`src/rtl/tfc_pkg.sv`:
```
// ----------------------------------------------------------------------------
// tfc_pkg
// Shared types and constants of the thermal fan controller: register
// indexes, reset values, duty classification codes and the control word that
// travels from the front end to the duty back end.
// ----------------------------------------------------------------------------
package tfc_pkg;

   // Width of the hysteresis register, fixed by the register map.
   localparam int HYST_BITS = 8;

   // Width of the configuration register index.
   localparam int CSR_INDEX_BITS = 3;

   // Reset values of the configuration registers, tenths of a degree.
   localparam int HEAT_START_RESET        = 400;
   localparam int HEAT_FULL_RESET         = 700;
   localparam int HEAT_HYSTERESIS_RESET   = 20;
   localparam int CHANNEL_ON_LEVEL_RESET  = 700;
   localparam int CHANNEL_OFF_LEVEL_RESET = 500;
   localparam int ALARM_LEVEL_RESET       = 800;

   // Configuration register indexes.
   typedef enum logic [CSR_INDEX_BITS-1:0] {
      REG_HEAT_START        = 3'd0,
      REG_HEAT_FULL         = 3'd1,
      REG_HEAT_HYSTERESIS   = 3'd2,
      REG_CHANNEL_ON_LEVEL  = 3'd3,
      REG_CHANNEL_OFF_LEVEL = 3'd4,
      REG_ALARM_LEVEL       = 3'd5
   } csr_index_type;

   // How the back end forms the cooling fan duty of one reading.
   typedef enum logic [1:0] {
      KIND_ZERO   = 2'd0,
      KIND_FULL   = 2'd1,
      KIND_DIVIDE = 2'd2
   } kind_type;

   // Control word of one queued reading.
   typedef struct packed {
      kind_type kind;
      logic     channel_fan;
      logic     overheat;
   } ctrl_type;

endpackage

```
`src/rtl/tfc_queue.sv`:
```
// ----------------------------------------------------------------------------
// tfc_queue
// Small first-in first-out queue between the front end and the duty back
// end. The head entry is presented combinationally while the queue is not
// empty.
// ----------------------------------------------------------------------------
module tfc_queue #(
   parameter int WIDTH = 32,
   parameter int DEPTH = 2
) (
   input  logic             clock,
   input  logic             reset,
   input  logic             push,
   input  logic [WIDTH-1:0] push_data,
   output logic             full,
   input  logic             pop,
   output logic             not_empty,
   output logic [WIDTH-1:0] head_data
);

   localparam int PTR_BITS   = (DEPTH > 1) ? $clog2(DEPTH) : 1;
   localparam int COUNT_BITS = $clog2(DEPTH + 1);

   logic [WIDTH-1:0]      entry_ff [DEPTH];
   logic [PTR_BITS-1:0]   wr_ptr_ff, wr_ptr_in;
   logic [PTR_BITS-1:0]   rd_ptr_ff, rd_ptr_in;
   logic [COUNT_BITS-1:0] count_ff, count_in;

   assign full      = (count_ff == COUNT_BITS'(DEPTH));
   assign not_empty = (count_ff != '0);
   assign head_data = entry_ff[rd_ptr_ff];

   // Pointer and fill count update.
   always_comb begin
      wr_ptr_in = wr_ptr_ff;
      rd_ptr_in = rd_ptr_ff;
      count_in  = count_ff;
      if (push) begin
         wr_ptr_in = (wr_ptr_ff == PTR_BITS'(DEPTH - 1)) ? '0 : wr_ptr_ff + 1'b1;
      end
      if (pop) begin
         rd_ptr_in = (rd_ptr_ff == PTR_BITS'(DEPTH - 1)) ? '0 : rd_ptr_ff + 1'b1;
      end
      if (push && !pop) begin
         count_in = count_ff + 1'b1;
      end else if (pop && !push) begin
         count_in = count_ff - 1'b1;
      end
   end

   always_ff @(posedge clock) begin
      if (reset) begin
         wr_ptr_ff <= '0;
         rd_ptr_ff <= '0;
         count_ff  <= '0;
      end else begin
         wr_ptr_ff <= wr_ptr_in;
         rd_ptr_ff <= rd_ptr_in;
         count_ff  <= count_in;
      end
   end

   // Entry storage needs no reset.
   always_ff @(posedge clock) begin
      if (push) begin
         entry_ff[wr_ptr_ff] <= push_data;
      end
   end

endmodule

```
`src/rtl/tfc_front.sv`:
```
// ----------------------------------------------------------------------------
// tfc_front
// Front end: holds the configuration registers and both hysteresis flags,
// accepts one reading per transfer, forms the hottest values, updates the
// flags and classifies the cooling fan duty for the back end.
// ----------------------------------------------------------------------------
module tfc_front #(
   parameter int TEMP_BITS = 12
) (
   input  logic                                clock,
   input  logic                                reset,
   input  logic                                csr_wr_en,
   input  logic [tfc_pkg::CSR_INDEX_BITS-1:0]  csr_index,
   input  logic [TEMP_BITS-1:0]                csr_wdata,
   input  logic                                accept,
   input  logic signed [TEMP_BITS-1:0]         board_temp,
   input  logic signed [TEMP_BITS-1:0]         high_side_temp,
   input  logic signed [TEMP_BITS-1:0]         low_side_temp,
   input  logic signed [TEMP_BITS-1:0]         driver_temp,
   output tfc_pkg::ctrl_type                   ctrl,
   output logic [TEMP_BITS-1:0]                numerator,
   output logic [TEMP_BITS-1:0]                denominator,
   output logic signed [TEMP_BITS-1:0]         hottest_temp
);

   // Two guard bits hold start plus or minus the hysteresis without overflow.
   localparam int CW = TEMP_BITS + 2;

   logic signed [TEMP_BITS-1:0]        heat_start_ff;
   logic signed [TEMP_BITS-1:0]        heat_full_ff;
   logic [tfc_pkg::HYST_BITS-1:0]      heat_hysteresis_ff;
   logic signed [TEMP_BITS-1:0]        channel_on_level_ff;
   logic signed [TEMP_BITS-1:0]        channel_off_level_ff;
   logic signed [TEMP_BITS-1:0]        alarm_level_ff;
   logic                               heat_fan_enabled_ff, heat_fan_enabled_in;
   logic                               channel_fan_enabled_ff, channel_fan_enabled_in;

   logic signed [TEMP_BITS-1:0] stage_max;
   logic signed [TEMP_BITS-1:0] board_high_max;
   logic signed [CW-1:0]        stage_ext;
   logic signed [CW-1:0]        start_ext;
   logic signed [CW-1:0]        full_ext;
   logic signed [CW-1:0]        hyst_ext;
   logic signed [CW-1:0]        upper_level;
   logic signed [CW-1:0]        lower_level;
   logic signed [CW-1:0]        num_wide;
   logic signed [CW-1:0]        den_wide;

   // Hottest of the board and power stage, then of all four readings.
   always_comb begin
      board_high_max = (board_temp > high_side_temp) ? board_temp : high_side_temp;
      stage_max      = (board_high_max > low_side_temp) ? board_high_max : low_side_temp;
      hottest_temp   = (stage_max > driver_temp) ? stage_max : driver_temp;
   end

   // Hysteresis band and curve distances at extended width.
   always_comb begin
      stage_ext   = CW'(stage_max);
      start_ext   = CW'(heat_start_ff);
      full_ext    = CW'(heat_full_ff);
      hyst_ext    = $signed(CW'(heat_hysteresis_ff));
      upper_level = start_ext + hyst_ext;
      lower_level = start_ext - hyst_ext;
      num_wide    = stage_ext - start_ext;
      den_wide    = full_ext - start_ext;
   end

   // Flag updates for the current reading.
   always_comb begin
      heat_fan_enabled_in = heat_fan_enabled_ff;
      if (stage_ext > upper_level) begin
         heat_fan_enabled_in = 1'b1;
      end else if (stage_ext < lower_level) begin
         heat_fan_enabled_in = 1'b0;
      end
      channel_fan_enabled_in = channel_fan_enabled_ff;
      if (hottest_temp >= channel_on_level_ff) begin
         channel_fan_enabled_in = 1'b1;
      end else if (hottest_temp <= channel_off_level_ff) begin
         channel_fan_enabled_in = 1'b0;
      end
   end

   // Duty classification. The divide case only arises strictly between the
   // start and full points, so both distances are positive and fit.
   always_comb begin
      ctrl.channel_fan = channel_fan_enabled_in;
      ctrl.overheat    = (hottest_temp >= alarm_level_ff);
      if (!heat_fan_enabled_in) begin
         ctrl.kind = tfc_pkg::KIND_ZERO;
      end else if (stage_max >= heat_full_ff) begin
         ctrl.kind = tfc_pkg::KIND_FULL;
      end else if (stage_max <= heat_start_ff) begin
         ctrl.kind = tfc_pkg::KIND_ZERO;
      end else begin
         ctrl.kind = tfc_pkg::KIND_DIVIDE;
      end
      numerator   = num_wide[TEMP_BITS-1:0];
      denominator = den_wide[TEMP_BITS-1:0];
   end

   // Configuration registers and hysteresis flags.
   always_ff @(posedge clock) begin
      if (reset) begin
         heat_start_ff          <= TEMP_BITS'(tfc_pkg::HEAT_START_RESET);
         heat_full_ff           <= TEMP_BITS'(tfc_pkg::HEAT_FULL_RESET);
         heat_hysteresis_ff     <= tfc_pkg::HYST_BITS'(tfc_pkg::HEAT_HYSTERESIS_RESET);
         channel_on_level_ff    <= TEMP_BITS'(tfc_pkg::CHANNEL_ON_LEVEL_RESET);
         channel_off_level_ff   <= TEMP_BITS'(tfc_pkg::CHANNEL_OFF_LEVEL_RESET);
         alarm_level_ff         <= TEMP_BITS'(tfc_pkg::ALARM_LEVEL_RESET);
         heat_fan_enabled_ff    <= 1'b0;
         channel_fan_enabled_ff <= 1'b0;
      end else begin
         if (csr_wr_en) begin
            unique case (csr_index)
               tfc_pkg::REG_HEAT_START: begin
                  heat_start_ff <= csr_wdata;
               end
               tfc_pkg::REG_HEAT_FULL: begin
                  heat_full_ff <= csr_wdata;
               end
               tfc_pkg::REG_HEAT_HYSTERESIS: begin
                  heat_hysteresis_ff <= csr_wdata[tfc_pkg::HYST_BITS-1:0];
               end
               tfc_pkg::REG_CHANNEL_ON_LEVEL: begin
                  channel_on_level_ff <= csr_wdata;
               end
               tfc_pkg::REG_CHANNEL_OFF_LEVEL: begin
                  channel_off_level_ff <= csr_wdata;
               end
               tfc_pkg::REG_ALARM_LEVEL: begin
                  alarm_level_ff <= csr_wdata;
               end
               default: begin
               end
            endcase
         end
         if (accept) begin
            heat_fan_enabled_ff    <= heat_fan_enabled_in;
            channel_fan_enabled_ff <= channel_fan_enabled_in;
         end
      end
   end

endmodule

```
`src/rtl/tfc_back.sv`:
```
// ----------------------------------------------------------------------------
// tfc_back
// Back end: takes classified readings from the queue, works out the duty of
// the linear curve with a restoring divider, one quotient bit per cycle, and
// holds the result in the output register until it is transferred.
// ----------------------------------------------------------------------------
module tfc_back #(
   parameter int DUTY_BITS = 8,
   parameter int TEMP_BITS = 12
) (
   input  logic                         clock,
   input  logic                         reset,
   input  logic                         entry_valid,
   input  tfc_pkg::ctrl_type            entry_ctrl,
   input  logic [TEMP_BITS-1:0]         entry_numerator,
   input  logic [TEMP_BITS-1:0]         entry_denominator,
   input  logic signed [TEMP_BITS-1:0]  entry_hottest,
   output logic                         entry_pop,
   output logic                         rsp_valid,
   input  logic                         rsp_ready,
   output logic [DUTY_BITS-1:0]         heat_duty,
   output logic                         channel_fan,
   output logic                         overheat,
   output logic signed [TEMP_BITS-1:0]  hottest_temp
);

   localparam int DIVIDEND_BITS = TEMP_BITS + DUTY_BITS;
   localparam int STEP_BITS     = $clog2(DUTY_BITS + 1);

   typedef enum logic {
      ST_IDLE,
      ST_DIVIDE
   } state_type;

   state_type                   state_ff, state_in;
   logic [STEP_BITS-1:0]        step_ff, step_in;
   logic [TEMP_BITS-1:0]        rem_ff, rem_in;
   logic [DUTY_BITS-1:0]        quo_ff, quo_in;
   logic [TEMP_BITS-1:0]        den_ff, den_in;
   logic                        channel_fan_ff, channel_fan_in;
   logic                        overheat_ff, overheat_in;
   logic signed [TEMP_BITS-1:0] hottest_ff, hottest_in;
   logic                        rsp_valid_ff, rsp_valid_in;
   logic [DUTY_BITS-1:0]        duty_out_ff, duty_out_in;
   logic                        fan_out_ff, fan_out_in;
   logic                        overheat_out_ff, overheat_out_in;
   logic signed [TEMP_BITS-1:0] hottest_out_ff, hottest_out_in;

   logic                        rsp_free;
   logic [DIVIDEND_BITS-1:0]    dividend;
   logic [TEMP_BITS:0]          trial;
   logic                        fits;

   assign rsp_free = !rsp_valid_ff || rsp_ready;

   // Dividend is the distance times full duty: a shift and a subtract.
   assign dividend = {entry_numerator, {DUTY_BITS{1'b0}}}
                   - DIVIDEND_BITS'(entry_numerator);

   // One restoring step: bring down the next dividend bit and try the divisor.
   always_comb begin
      trial = {rem_ff, quo_ff[DUTY_BITS-1]};
      fits  = (trial >= {1'b0, den_ff});
   end

   always_comb begin
      state_in        = state_ff;
      step_in         = step_ff;
      rem_in          = rem_ff;
      quo_in          = quo_ff;
      den_in          = den_ff;
      channel_fan_in  = channel_fan_ff;
      overheat_in     = overheat_ff;
      hottest_in      = hottest_ff;
      rsp_valid_in    = rsp_valid_ff && !rsp_ready;
      duty_out_in     = duty_out_ff;
      fan_out_in      = fan_out_ff;
      overheat_out_in = overheat_out_ff;
      hottest_out_in  = hottest_out_ff;
      entry_pop       = 1'b0;

      unique case (state_ff)
         ST_IDLE: begin
            if (entry_valid) begin
               if (entry_ctrl.kind == tfc_pkg::KIND_DIVIDE) begin
                  // Load the divider; the upper dividend part is below the divisor.
                  entry_pop      = 1'b1;
                  rem_in         = dividend[DIVIDEND_BITS-1:DUTY_BITS];
                  quo_in         = dividend[DUTY_BITS-1:0];
                  den_in         = entry_denominator;
                  step_in        = STEP_BITS'(DUTY_BITS);
                  channel_fan_in = entry_ctrl.channel_fan;
                  overheat_in    = entry_ctrl.overheat;
                  hottest_in     = entry_hottest;
                  state_in       = ST_DIVIDE;
               end else if (rsp_free) begin
                  // Zero or full duty goes straight to the output register.
                  entry_pop       = 1'b1;
                  rsp_valid_in    = 1'b1;
                  duty_out_in     = (entry_ctrl.kind == tfc_pkg::KIND_FULL)
                                  ? {DUTY_BITS{1'b1}} : '0;
                  fan_out_in      = entry_ctrl.channel_fan;
                  overheat_out_in = entry_ctrl.overheat;
                  hottest_out_in  = entry_hottest;
               end
            end
         end
         ST_DIVIDE: begin
            if (step_ff != '0) begin
               rem_in  = fits ? TEMP_BITS'(trial - {1'b0, den_ff}) : trial[TEMP_BITS-1:0];
               quo_in  = {quo_ff[DUTY_BITS-2:0], fits};
               step_in = step_ff - 1'b1;
            end else if (rsp_free) begin
               rsp_valid_in    = 1'b1;
               duty_out_in     = quo_ff;
               fan_out_in      = channel_fan_ff;
               overheat_out_in = overheat_ff;
               hottest_out_in  = hottest_ff;
               state_in        = ST_IDLE;
            end
         end
         default: begin
            state_in = ST_IDLE;
         end
      endcase
   end

   // State and output register.
   always_ff @(posedge clock) begin
      if (reset) begin
         state_ff     <= ST_IDLE;
         rsp_valid_ff <= 1'b0;
      end else begin
         state_ff     <= state_in;
         rsp_valid_ff <= rsp_valid_in;
      end
      step_ff         <= step_in;
      rem_ff          <= rem_in;
      quo_ff          <= quo_in;
      den_ff          <= den_in;
      channel_fan_ff  <= channel_fan_in;
      overheat_ff     <= overheat_in;
      hottest_ff      <= hottest_in;
      duty_out_ff     <= duty_out_in;
      fan_out_ff      <= fan_out_in;
      overheat_out_ff <= overheat_out_in;
      hottest_out_ff  <= hottest_out_in;
   end

   assign rsp_valid    = rsp_valid_ff;
   assign heat_duty    = duty_out_ff;
   assign channel_fan  = fan_out_ff;
   assign overheat     = overheat_out_ff;
   assign hottest_temp = hottest_out_ff;

endmodule

```
`src/rtl/thermal_fan_controller.sv`:
```
// ----------------------------------------------------------------------------
// thermal_fan_controller
// Two-fan thermal controller: cooling fan duty curve with hysteresis, an
// on/off channel fan with hysteresis and an overheat alarm.
// ----------------------------------------------------------------------------
// Each request transfer carries four temperatures in signed tenths of a
// degree and yields exactly one response transfer, in order. The front end
// takes a reading and updates both hysteresis flags at once; a two-entry
// queue follows, so readings keep being taken while the back end works. A
// reading between the start and full points goes to the restoring divider,
// which yields one duty bit per cycle; zero and full duty go straight to the
// output register. The back end ends one reading before it takes the next.
// The user must write configuration through csr_wr_en, csr_index and
// csr_wdata only while no reading is in flight; the block does not enforce
// it. Indexes beyond the register list are ignored.
module thermal_fan_controller #(
   parameter int DUTY_BITS = 8,
   parameter int TEMP_BITS = 12
) (
   input  logic                                clock,
   input  logic                                reset,
   // Request fields from bit 0: board_temp, high_side_temp, low_side_temp,
   // driver_temp, each TEMP_BITS wide.
   input  logic                                req_tvalid,
   output logic                                req_tready,
   input  logic [((4*TEMP_BITS+7)/8)*8-1:0]    req_tdata,
   // Response fields from bit 0: heat_duty, channel_fan, overheat,
   // hottest_temp.
   output logic                                rsp_tvalid,
   input  logic                                rsp_tready,
   output logic [((DUTY_BITS+TEMP_BITS+9)/8)*8-1:0] rsp_tdata,
   input  logic                                csr_wr_en,
   input  logic [tfc_pkg::CSR_INDEX_BITS-1:0]  csr_index,
   input  logic [TEMP_BITS-1:0]                csr_wdata
);

   localparam int CTRL_BITS  = $bits(tfc_pkg::ctrl_type);
   localparam int ENTRY_BITS = CTRL_BITS + 3 * TEMP_BITS;
   localparam int QUEUE_DEPTH = 2;

   logic                        accept;
   logic                        queue_full;
   logic                        queue_not_empty;
   logic                        queue_pop;
   logic [ENTRY_BITS-1:0]       push_entry;
   logic [ENTRY_BITS-1:0]       head_entry;

   tfc_pkg::ctrl_type           front_ctrl;
   logic [TEMP_BITS-1:0]        front_numerator;
   logic [TEMP_BITS-1:0]        front_denominator;
   logic signed [TEMP_BITS-1:0] front_hottest;

   tfc_pkg::ctrl_type           head_ctrl;
   logic [TEMP_BITS-1:0]        head_numerator;
   logic [TEMP_BITS-1:0]        head_denominator;
   logic signed [TEMP_BITS-1:0] head_hottest;

   logic [DUTY_BITS-1:0]        heat_duty;
   logic                        channel_fan;
   logic                        overheat;
   logic signed [TEMP_BITS-1:0] hottest_temp;

   // A request transfer can happen whenever the queue has room.
   assign req_tready = !queue_full;
   assign accept     = req_tvalid && req_tready;

   tfc_front #(
      .TEMP_BITS (TEMP_BITS)
   ) u_front (
      .clock          (clock),
      .reset          (reset),
      .csr_wr_en      (csr_wr_en),
      .csr_index      (csr_index),
      .csr_wdata      (csr_wdata),
      .accept         (accept),
      .board_temp     ($signed(req_tdata[TEMP_BITS-1:0])),
      .high_side_temp ($signed(req_tdata[2*TEMP_BITS-1:TEMP_BITS])),
      .low_side_temp  ($signed(req_tdata[3*TEMP_BITS-1:2*TEMP_BITS])),
      .driver_temp    ($signed(req_tdata[4*TEMP_BITS-1:3*TEMP_BITS])),
      .ctrl           (front_ctrl),
      .numerator      (front_numerator),
      .denominator    (front_denominator),
      .hottest_temp   (front_hottest)
   );

   // Queue entry layout from bit 0: control, numerator, denominator, hottest.
   assign push_entry = {front_hottest, front_denominator, front_numerator, front_ctrl};

   tfc_queue #(
      .WIDTH (ENTRY_BITS),
      .DEPTH (QUEUE_DEPTH)
   ) u_queue (
      .clock     (clock),
      .reset     (reset),
      .push      (accept),
      .push_data (push_entry),
      .full      (queue_full),
      .pop       (queue_pop),
      .not_empty (queue_not_empty),
      .head_data (head_entry)
   );

   assign head_ctrl        = tfc_pkg::ctrl_type'(head_entry[CTRL_BITS-1:0]);
   assign head_numerator   = head_entry[CTRL_BITS+TEMP_BITS-1:CTRL_BITS];
   assign head_denominator = head_entry[CTRL_BITS+2*TEMP_BITS-1:CTRL_BITS+TEMP_BITS];
   assign head_hottest     = $signed(head_entry[ENTRY_BITS-1:CTRL_BITS+2*TEMP_BITS]);

   tfc_back #(
      .DUTY_BITS (DUTY_BITS),
      .TEMP_BITS (TEMP_BITS)
   ) u_back (
      .clock             (clock),
      .reset             (reset),
      .entry_valid       (queue_not_empty),
      .entry_ctrl        (head_ctrl),
      .entry_numerator   (head_numerator),
      .entry_denominator (head_denominator),
      .entry_hottest     (head_hottest),
      .entry_pop         (queue_pop),
      .rsp_valid         (rsp_tvalid),
      .rsp_ready         (rsp_tready),
      .heat_duty         (heat_duty),
      .channel_fan       (channel_fan),
      .overheat          (overheat),
      .hottest_temp      (hottest_temp)
   );

   // Pack the response fields, zero filled to whole bytes.
   always_comb begin
      rsp_tdata = '0;
      rsp_tdata[DUTY_BITS-1:0]                     = heat_duty;
      rsp_tdata[DUTY_BITS]                         = channel_fan;
      rsp_tdata[DUTY_BITS+1]                       = overheat;
      rsp_tdata[DUTY_BITS+TEMP_BITS+1:DUTY_BITS+2] = hottest_temp;
   end

endmodule
```
`config.mk`:
```
export PLATFORM = sky130hd
export DESIGN_NAME = thermal_fan_controller
export DESIGN_NICKNAME = d
export VERILOG_FILES = /design/src/rtl/tfc_pkg.sv /design/src/rtl/tfc_queue.sv /design/src/rtl/tfc_front.sv /design/src/rtl/tfc_back.sv /design/src/rtl/thermal_fan_controller.sv
export SDC_FILE = /design/constraint.sdc
export NUM_CORES = 1
export LEC_CHECK = 0
export BUFFER_PORTS_ARGS = -buffer_cell sky130_fd_sc_hd__buf_2
export CORE_MARGIN = 4
export CORE_UTILIZATION = 27
export DETAILED_ROUTE_END_ITERATION = 8
export PLACE_DENSITY_LB_ADDON = 0.12
export REMOVE_ABC_BUFFERS = 1
export SYNTH_ARGS = -nofsm -noshare
export SYNTH_HDL_FRONTEND = slang
export SYNTH_SLANG_ARGS = --single-unit
```
`constraint.sdc`:
```
create_clock -name clock -period 19.3 [get_ports clock]
set_clock_uncertainty 0.1 [all_clocks]
set_input_delay 5.79 -clock clock [delete_from_list [all_inputs] [get_ports clock]]
set_output_delay 5.79 -clock clock [all_outputs]
set_load 0.02 [all_outputs]
```
==> impl_metrics.ini <==
[critical_path]
critPathArrivalTime_ns = 13.18
required_ns = 19.64
startpoint = req_tdata[5]
slowest_stage = mux2_2
crit_path_max_fanout = 14
start_kind = input port
reg2reg_from = u_front.heat_start_ff[1]
rr_endpoint = u_queue.entry_ff[1][3]
end_kind = flop
reg2reg_slack_ns = 14.53
worstSetupPathType = in2reg
critPathMaxStageDelay_ns = 0.47
rr_worst_depth = 15
path_common_cell = o21a_1

[grt]
overflow = 0
antenna_found_initial = 0
grt_max_degree = 80
grt_pass1_wl_mm = 62.71
grt_pass1_vias = 10683
gr-usage-all-layers = 0.1388

[floorplan]
die_w_um = 240.2
core_sq_mm = 0.05297
start_util = 0.2749
ios = 94
die-area_sq_mm = 0.05771
num_rows = 84
die_h_um = 240.2

[yosys]
synth.distinct_cells = 64
synth_edf_count = 152
synthMuxAreaShare = 0.07339
synthTopCellsByCount = ha_1, nand2_1, inv_1, edfxtp_1, a21oi_1
synth_top_family_by_area = adder cells
synthFlopType = edfxtp_1
yosys.area_share.simple = 0.1258
ys_ff_latch = 229
synthXorXnorAreaFrac = 0.04090
synth_adder_area_share = 0.1504
synthTopCellsByArea = edfxtp_1, ha_1, dfxtp_1
ys_warn_count = 0
netlist.area_leader.share = 0.3135
async_flop_share = 0
syn_avg_cell_area_sq_um = 9.865
syn_inst = 1476
synth_area_sq_mm = 0.01456
synth_compound_area_frac = 0.1335
ys_seq_area_frac = 0.4194
yosys.area.top_type = edfxtp_1

[route]
wire_per_inst_um = 17.87
drt-vias-per-instance = 4.680
vias = 10634
drcViolationCount = 0
drt-initial-drc-count = 617
ant_nets = 0
drt-pass1-iter-count = 5
wl_mm = 40.59

[power]
total_power_mw = 2.152
power-per-cell-area_mw_per_mm2 = 128.9
p_leak_nw = 6.851
ir_drop_uv = 58.21

[place]
dp_hpwl_mm = 31.09
place_ws_ns = 5.896
portBuffers = 91
gp_congestion = 0.8498
placedInstanceArea_sq_mm = 0.01579

[layout]
area_delta_synth_final_pct = 14.69
largest-register = u_queue.entry_ff
fin_area_sq_mm = 0.01670
drive_above_1_share = 0.1466
fill_cells = 5539
largest_reg_flops = 80
final_util = 0.3152
fin_nets = 1803

[min_path]
hp-start = u_front.channel_off_level_ff[11]
hold_end = u_front.channel_off_level_ff[11]
hold_path_depth = 2
min-delay-path-class = reg2reg

[sta]
setup_viol = 0
rsz0062_at_grt = no
slew_violations = 0
worst_pin_slew_ns = 1.129
fin_crit_ns = 12.84
finalSetupTns_ns = 0
max_freq_mhz = 77.86
setup_slack_ns = 6.456
hold_viol = 0
max_slew_margin = 0.2453
period_share = 0.6655

[flow_run]
max_cap_viol_count = 0

[cts]
clk_pin_slew_worst_paths_ns = 0.06
clk_latency_ns = 0.55
cts_made_buffers = 26
postCtsHoldBufs = 0
cts_root_buffer = clkbuf_16
cts.sinks = 229
cts_setup_buffers = 0
cts_tree = yes
htree_num_levels = 1
cts_resized = 0
cts_buffer_depth = 3

[outcome]
outcome = finished, final reports clean
-- layout make-up --
class                      count  area [sq um]  area share
clock buffer                  32         673.1     0.04031
tap                          688         860.8     0.05155
sequential                   229          6107      0.3657
multi-input combinational   1039          7664      0.4589
inverter                     165         619.3     0.03709
timing repair buffer         102         538.0     0.03222
clock inverter                16         234.0     0.01401
antenna                        1         2.502   0.0001499
-- report_power, final --
| group | internal (mW) | total, mW | leakage (nW) | switching, mW |
|---|---|---|---|---|
| clock | 0.318 | 0.529 | 0.436 | 0.211 |
| combinational | 0.343 | 0.881 | 4.38 | 0.538 |
| sequential | 0.695 | 0.742 | 2.03 | 0.0463 |
-- per-stage QoR --
stage	hold slack [ns]	cells
global placement	0.3445	2223
finish	0.3543	2272
floorplan	0.3303	1433
global route	0.3736	2271
CTS	0.3557	2271
detailed placement	0.3473	2223
-- logic make-up (layout without fill, tap and decap cells) --
logic type | after synthesis | in the layout
AO/OA/AOI/OAI | 304 | 304
multiplexers | 93 | 93
buffers and inverters | 209 | 315
adder cells (fa/ha/maj) | 172 | 172
XOR/XNOR | 68 | 68
AND/OR/NAND/NOR | 400 | 400
other | 1 | 3
flip-flops | 229 | 229
-- worst max path at each step --
| stage | slack, ns | end | cells past startpoint |
|---|---|---|---|
| detailed placement | 5.90 | u_front.channel_fan_enabled_ff | 34 |
| finish | 6.46 | u_front.channel_fan_enabled_ff | 34 |
| floorplan | 6.34 | u_front.channel_fan_enabled_ff | 33 |
| global placement | 5.97 | u_front.channel_fan_enabled_ff | 34 |
| global route | 5.82 | u_front.channel_fan_enabled_ff | 35 |
| CTS | 6.45 | u_front.channel_fan_enabled_ff | 34 |
-- worst max-delay path: cells and delay by family --
kind / cells / cell delay, ns
buf+inv: 2 / 0.37
fa+ha+maj: 4 / 1.21
simple gates: 4 / 0.48
compound gates: 20 / 3.66
mux: 4 / 1.67
-- layout by cell type (no fill, tap or decap), drive strengths merged, types with 4 or more instances in the layout --
master / netlist / final
inv: 164 / 168
nand2: 167 / 167
ha: 167 / 167
edfxtp: 152 / 152
a21oi: 109 / 109
buf: 12 / 102
nor2: 89 / 89
dfxtp: 77 / 77
mux2: 77 / 77
o21ai: 61 / 61
xnor2: 49 / 49
clkbuf: 32 / 32
nand3: 26 / 26
a21o: 25 / 25
nor2b: 23 / 23
nand2b: 22 / 22
nor3: 21 / 21
nand4: 19 / 19
a211o: 19 / 19
xor2: 19 / 19
mux2i: 16 / 16
o21a: 14 / 14
nand3b: 9 / 9
a211oi: 8 / 8
o211ai: 8 / 8
o31ai: 8 / 8
o311ai: 7 / 7
clkinv: 1 / 7
or3: 6 / 6
o2111ai: 5 / 5
o21bai: 5 / 5
fa: 5 / 5
bufinv: 0 / 5
nor4: 4 / 4
a31oi: 4 / 4
-- per-layer routing --
layer	part of all wire	global-route usage	vias to the layer above	wire (um)
met2	0.45	0.2232	175	18170
met5	0	0	-	0
met4	0.020	0.02851	0	821
met1	0.50	0.2015	5000	20370
met3	0.030	0.01721	44	1237
li1	-	-	5415	-
Power figures use the tool's default switching activity.
